File: src/hdl/gbs_pkg.sv
// ----------------------------------------------------------------------------
// gbs_pkg
// Shared constants and types for the greedy box suppression block.
// ----------------------------------------------------------------------------
package gbs_pkg;

	localparam int MAX_KEPT    = 64;
	localparam int SLOT_W      = (MAX_KEPT > 1) ? $clog2(MAX_KEPT) : 1;
	localparam int CNT_W       = $clog2(MAX_KEPT + 1);
	localparam int COORD_W     = 16;
	localparam int EXT_W       = 15;
	localparam int AREA_W      = 2 * EXT_W;
	localparam int UNI_W       = AREA_W + 1;
	localparam int THR_W       = 16;
	localparam int PROD_W      = THR_W + UNI_W;
	localparam int KEPT_SLOT_W = 6;

	localparam logic [THR_W-1:0] THR_RESET = 16'd29491;

	typedef struct packed {
		logic signed [COORD_W-1:0] left;
		logic signed [COORD_W-1:0] top;
		logic [EXT_W-1:0]          width;
		logic [EXT_W-1:0]          height;
		logic [AREA_W-1:0]         area;
	} gbs_entry_t;

	typedef struct packed {
		logic              load;
		logic              rd_en;
		logic [SLOT_W-1:0] rd_addr;
		logic              emit;
		logic              store;
		logic [CNT_W-1:0]  n;
	} gbs_cmd_t;

	typedef struct packed {
		logic busy;
		logic suppress;
		logic out_free;
	} gbs_status_t;

endpackage

File: src/hdl/gbs_ctrl.sv
// ----------------------------------------------------------------------------
// gbs_ctrl
// Sequencer: accepts a box, scans the kept store one entry per cycle,
// waits for the compare pipeline to drain, then issues the result.
// ----------------------------------------------------------------------------
module gbs_ctrl (
	input  logic                  clk,
	input  logic                  arst_n,
	input  logic                  in_valid,
	input  logic                  in_first,
	output logic                  in_ready,
	input  gbs_pkg::gbs_status_t  status,
	output gbs_pkg::gbs_cmd_t     cmd
);

	typedef enum logic [1:0] {
		ST_IDLE,
		ST_SCAN,
		ST_DRAIN,
		ST_DONE
	} state_t;

	state_t                        state_q;
	logic [gbs_pkg::CNT_W-1:0]     count_q;
	logic [gbs_pkg::CNT_W-1:0]     n_q;
	logic [gbs_pkg::SLOT_W-1:0]    idx_q;
	logic                          accept;
	logic                          store;
	logic [gbs_pkg::CNT_W-1:0]     n_start;

	assign in_ready = (state_q == ST_IDLE);
	assign accept   = in_valid && in_ready;
	assign n_start  = in_first ? '0 : count_q;
	assign store    = !status.suppress && (n_q < gbs_pkg::CNT_W'(gbs_pkg::MAX_KEPT));

	always_comb begin
		cmd         = '0;
		cmd.load    = accept;
		cmd.rd_en   = (state_q == ST_SCAN);
		cmd.rd_addr = idx_q;
		cmd.emit    = (state_q == ST_DONE) && status.out_free;
		cmd.store   = cmd.emit && store;
		cmd.n       = n_q;
	end

	always_ff @(posedge clk or negedge arst_n) begin
		if (!arst_n) begin
			state_q <= ST_IDLE;
			count_q <= '0;
			n_q     <= '0;
			idx_q   <= '0;
		end else begin
			unique case (state_q)
				ST_IDLE: begin
					if (accept) begin
						n_q     <= n_start;
						idx_q   <= '0;
						state_q <= (n_start == '0) ? ST_DRAIN : ST_SCAN;
					end
				end
				ST_SCAN: begin
					idx_q <= idx_q + 1'b1;
					if (gbs_pkg::CNT_W'(idx_q) == n_q - gbs_pkg::CNT_W'(1)) begin
						state_q <= ST_DRAIN;
					end
				end
				ST_DRAIN: begin
					if (!status.busy) begin
						state_q <= ST_DONE;
					end
				end
				ST_DONE: begin
					if (status.out_free) begin
						count_q <= store ? n_q + 1'b1 : n_q;
						state_q <= ST_IDLE;
					end
				end
				default: state_q <= ST_IDLE;
			endcase
		end
	end

endmodule

File: config.mk
export PLATFORM = sky130hd
export DESIGN_NAME = gbs_ctrl
export DESIGN_NICKNAME = d
export VERILOG_FILES = /design/src/hdl/gbs_pkg.sv /design/src/hdl/gbs_ctrl.sv
export SDC_FILE = /design/constraint.sdc
export NUM_CORES = 1
export LEC_CHECK = 0
export BUFFER_PORTS_ARGS = -buffer_cell sky130_fd_sc_hd__buf_2
export CORE_MARGIN = 10
export CORE_UTILIZATION = 56
export CTS_CLUSTER_SIZE = 12
export DETAILED_ROUTE_END_ITERATION = 12
export MAX_ROUTING_LAYER = met4
export PLACE_DENSITY = 0.84
export REMOVE_ABC_BUFFERS = 1
export SKIP_CTS_REPAIR_TIMING = 1
export SLEW_MARGIN = 20
export SYNTH_ARGS = -nofsm -noshare
export SYNTH_HDL_FRONTEND = slang
export SYNTH_SLANG_ARGS = --single-unit
File: constraint.sdc
create_clock -name clk -period 2.3 [get_ports clk]
set_input_delay 0 -clock clk [delete_from_list [all_inputs] [get_ports clk]]
set_output_delay 0 -clock clk [all_outputs]
set_load 0.05 [all_outputs]
==> out/qor.yml <==
routed_vias_inst: 6.06
timing.critical_path.arrival_ps: 2000
register_area_um2: 551
overflow_left_after_global_routing: 0
final-hold-violation-count: 0
drt_wl_total_mm: 3.71
maxCapViolCount: 0
netlist_top_cells_area: "dfrtp_1 36%, ha_1 5.7%, nor2_1 4.4%"
timing.reg2reg.setup_slack_ps: 310
timing.final.max_slew_violations: 0
track_usage_pct: 14.4
slew_headroom_pct: 63.3
detail-route-antenna-nets: 0
clk_latency_ps: 290
power.density_mw_per_mm2: 1440
via_count: 1375
vert_die_dim_um: 72.3
critical_path_fanouts_max: 11
detail_route.wl_per_cell_um: 16.3
starting_density_of_the_core_pct: 60.1
io_pins: 25
largest_net_degree_at_the_start_of_global_routing: 23
rsz0062_at_grt: "false"
irDropWorstVdd_mv: 0.974
drtIter0Drc: 67
num-fill-cells: 221
setup_tns_ps: 0
grt_first_pass_wirelength_mm: 6.09
dp_hpwl_mm: 2.88
netlist.area_leader.share_pct: 36.0
number_of_nets_in_the_finished_design: 213
tritoncts: "yes"
cts_root_buffer: "clkbuf_4"
yosys_warnings: 0
synth-edff-count: 0
timing.critical_path.required_ps: 2300
post-route-drc-count: 0
crit_path_end_kind: "primary output"
fp.dieW_um: 72.3
placedInstanceArea_mm2: 0.00167
place.port_buffers: 24
design.die.area_mm2: 0.00522
post-place-cells: 223
hold_path.class: "in -> reg"
coreArea_mm2: 0.00254
clock_tree.buffer_depth: 2
status: "finished clean"
gp_congestion: 0.897
synthesis.instances: 174
synth.yosys.seq_area_share_pct: 36.0
area_growth_pct: 11.2
post-synth-top-count-cell: "dfrtp_1"
core.rowCount: 18
tritoncts.num_buffers: 3
ys_top_cells_by_count: "22 x dfrtp_1, 18 x nor2_1, 14 x nand2_1, 11 x o21ai_0, 10 x a21oi_1"
ys_types: 45
ys_seq_elements: 22
finalNonFillerCells: 227
cts.sink_count: 22
antenna_found_initial: 0
leakagePower_nw: 0.786
post_route_cells_drive_above_1_share_pct: 18.3
report.final.setup_viol: 0
vias_in_the_first_global_route: 1369
postSynth.asyncResetShare_pct: 100
post-route-min-period_ps: 2000
netlist.top_cell.by_area: "dfrtp_1"
tcrit_tclk_final_pct: 87.0
drt_pre_antenna_iters: 4
syn_area_per_cell_um2: 8.79
clkTransAtPathRegs_ps: 110
critical_path.startpoint_type: "flop"
tightest_slew_ps: 544
fin_skew_ps: 0.885
synth_area_mm2: 0.00153
diodes: 0
path_class: "reg -> out"
most_used_flip_flop_cell_after_synthesis: "dfrtp_1"
htree_levels: 1
postLayoutCellArea_mm2: 0.00170
maxClockFrequency_mhz: 500
multi_input_comb_area_um2: 903
==> cell usage in the layout (no fill, tap or decap), types with 4 or more instances in the layout <==
cell	Yosys	routed
buf_4	1	4
a21oi_1	10	10
dfrtp_1	22	22
xor2_1	6	6
ha_1	7	7
and2_1	4	4
nand2_1	14	14
buf_2	3	24
nand3_1	6	6
nor3_1	5	5
nand3b_1	4	4
xnor2_1	7	7
nor2_1	18	18
nand2b_1	8	8
o21ai_0	11	11
inv_1	7	7
==> worst paths after layout <==
check | depth (start not counted) | to | start
max | 5 | cmd[16] | state_q[0]
min | 3 | n_q[3] | in_first
max reg2reg | 7 | state_q[0] | n_q[1]
min reg2reg | 2 | n_q[1] | count_q[1]
max in group asynchronous | 2 | n_q[2] | arst_n
min in group asynchronous | 2 | idx_q[0] | arst_n
==> registers in the layout, indices dropped and copies added (netlist names) <==
signal	flops
count_q	7
n_q	7
idx_q	6
state_q	2
==> per-stage QoR <==
| stage | worst slack (ps) | power [mW] | utilization [%] | hold slack [ps] |
|---|---|---|---|---|
| after CTS | 312 | 2.43 | 66.4 | -344 |
| after global routing | 136 | 2.61 | 66.8 | 71.2 |
| after detailed placement | 395 | 2.26 | 65.5 | -8.01 |
| after global placement | 475 | 2.20 | 65.5 | -12.4 |
| after floorplan | 89.2 | 1.87 | - | -296 |
| final | 300 | 2.44 | 66.8 | 82.2 |
==> critical path, cell delays in order (launching register included) <==
cell     delay (ps)
dfrtp_1         450
inv_1           100
ha_1            310
nand2_1         290
inv_1           250
buf_2           310
==> layout make-up <==
type	count	share of cell area, %
multi-input combinational	136	53.1
clock buffer	3	1.32
inverter	7	1.55
tap	30	2.21
sequential	22	32.4
timing repair buffer	29	9.42
==> cell families (layout without fill, tap and decap cells) <==
| family | count (synthesis) | after routing | share of synthesized area [%] |
|---|---|---|---|
| AOI/OAI and AO/OA | 40 | 40 | 17.4 |
| xor gates and xnor gates | 13 | 13 | 7.45 |
| adders and majority gates | 7 | 7 | 5.73 |
| buffers and inverters | 16 | 39 | 4.91 |
| DFF | 22 | 22 | 36.0 |
| muxes | 3 | 3 | 1.96 |
| and+or+nand+nor | 73 | 73 | 26.5 |
==> per-layer routing <==
| layer | routed length [um] | GRT usage (%) |
|---|---|---|
| met4 | 27 | 5.16 |
| met3 | 229 | 2.59 |
| met5 | 0 | - |
| met1 | 1600 | 17.0 |
| met2 | 1850 | 24.0 |
==> power breakdown <==
part | leakage (nW) | internal [mW] | switching [mW] | total [mW]
combinational | 0.496 | 0.528 | 0.995 | 1.52
clock | 0.0138 | 0.0609 | 0.108 | 0.169
sequential | 0.277 | 0.536 | 0.212 | 0.749
Power figures use the tool's default switching activity.
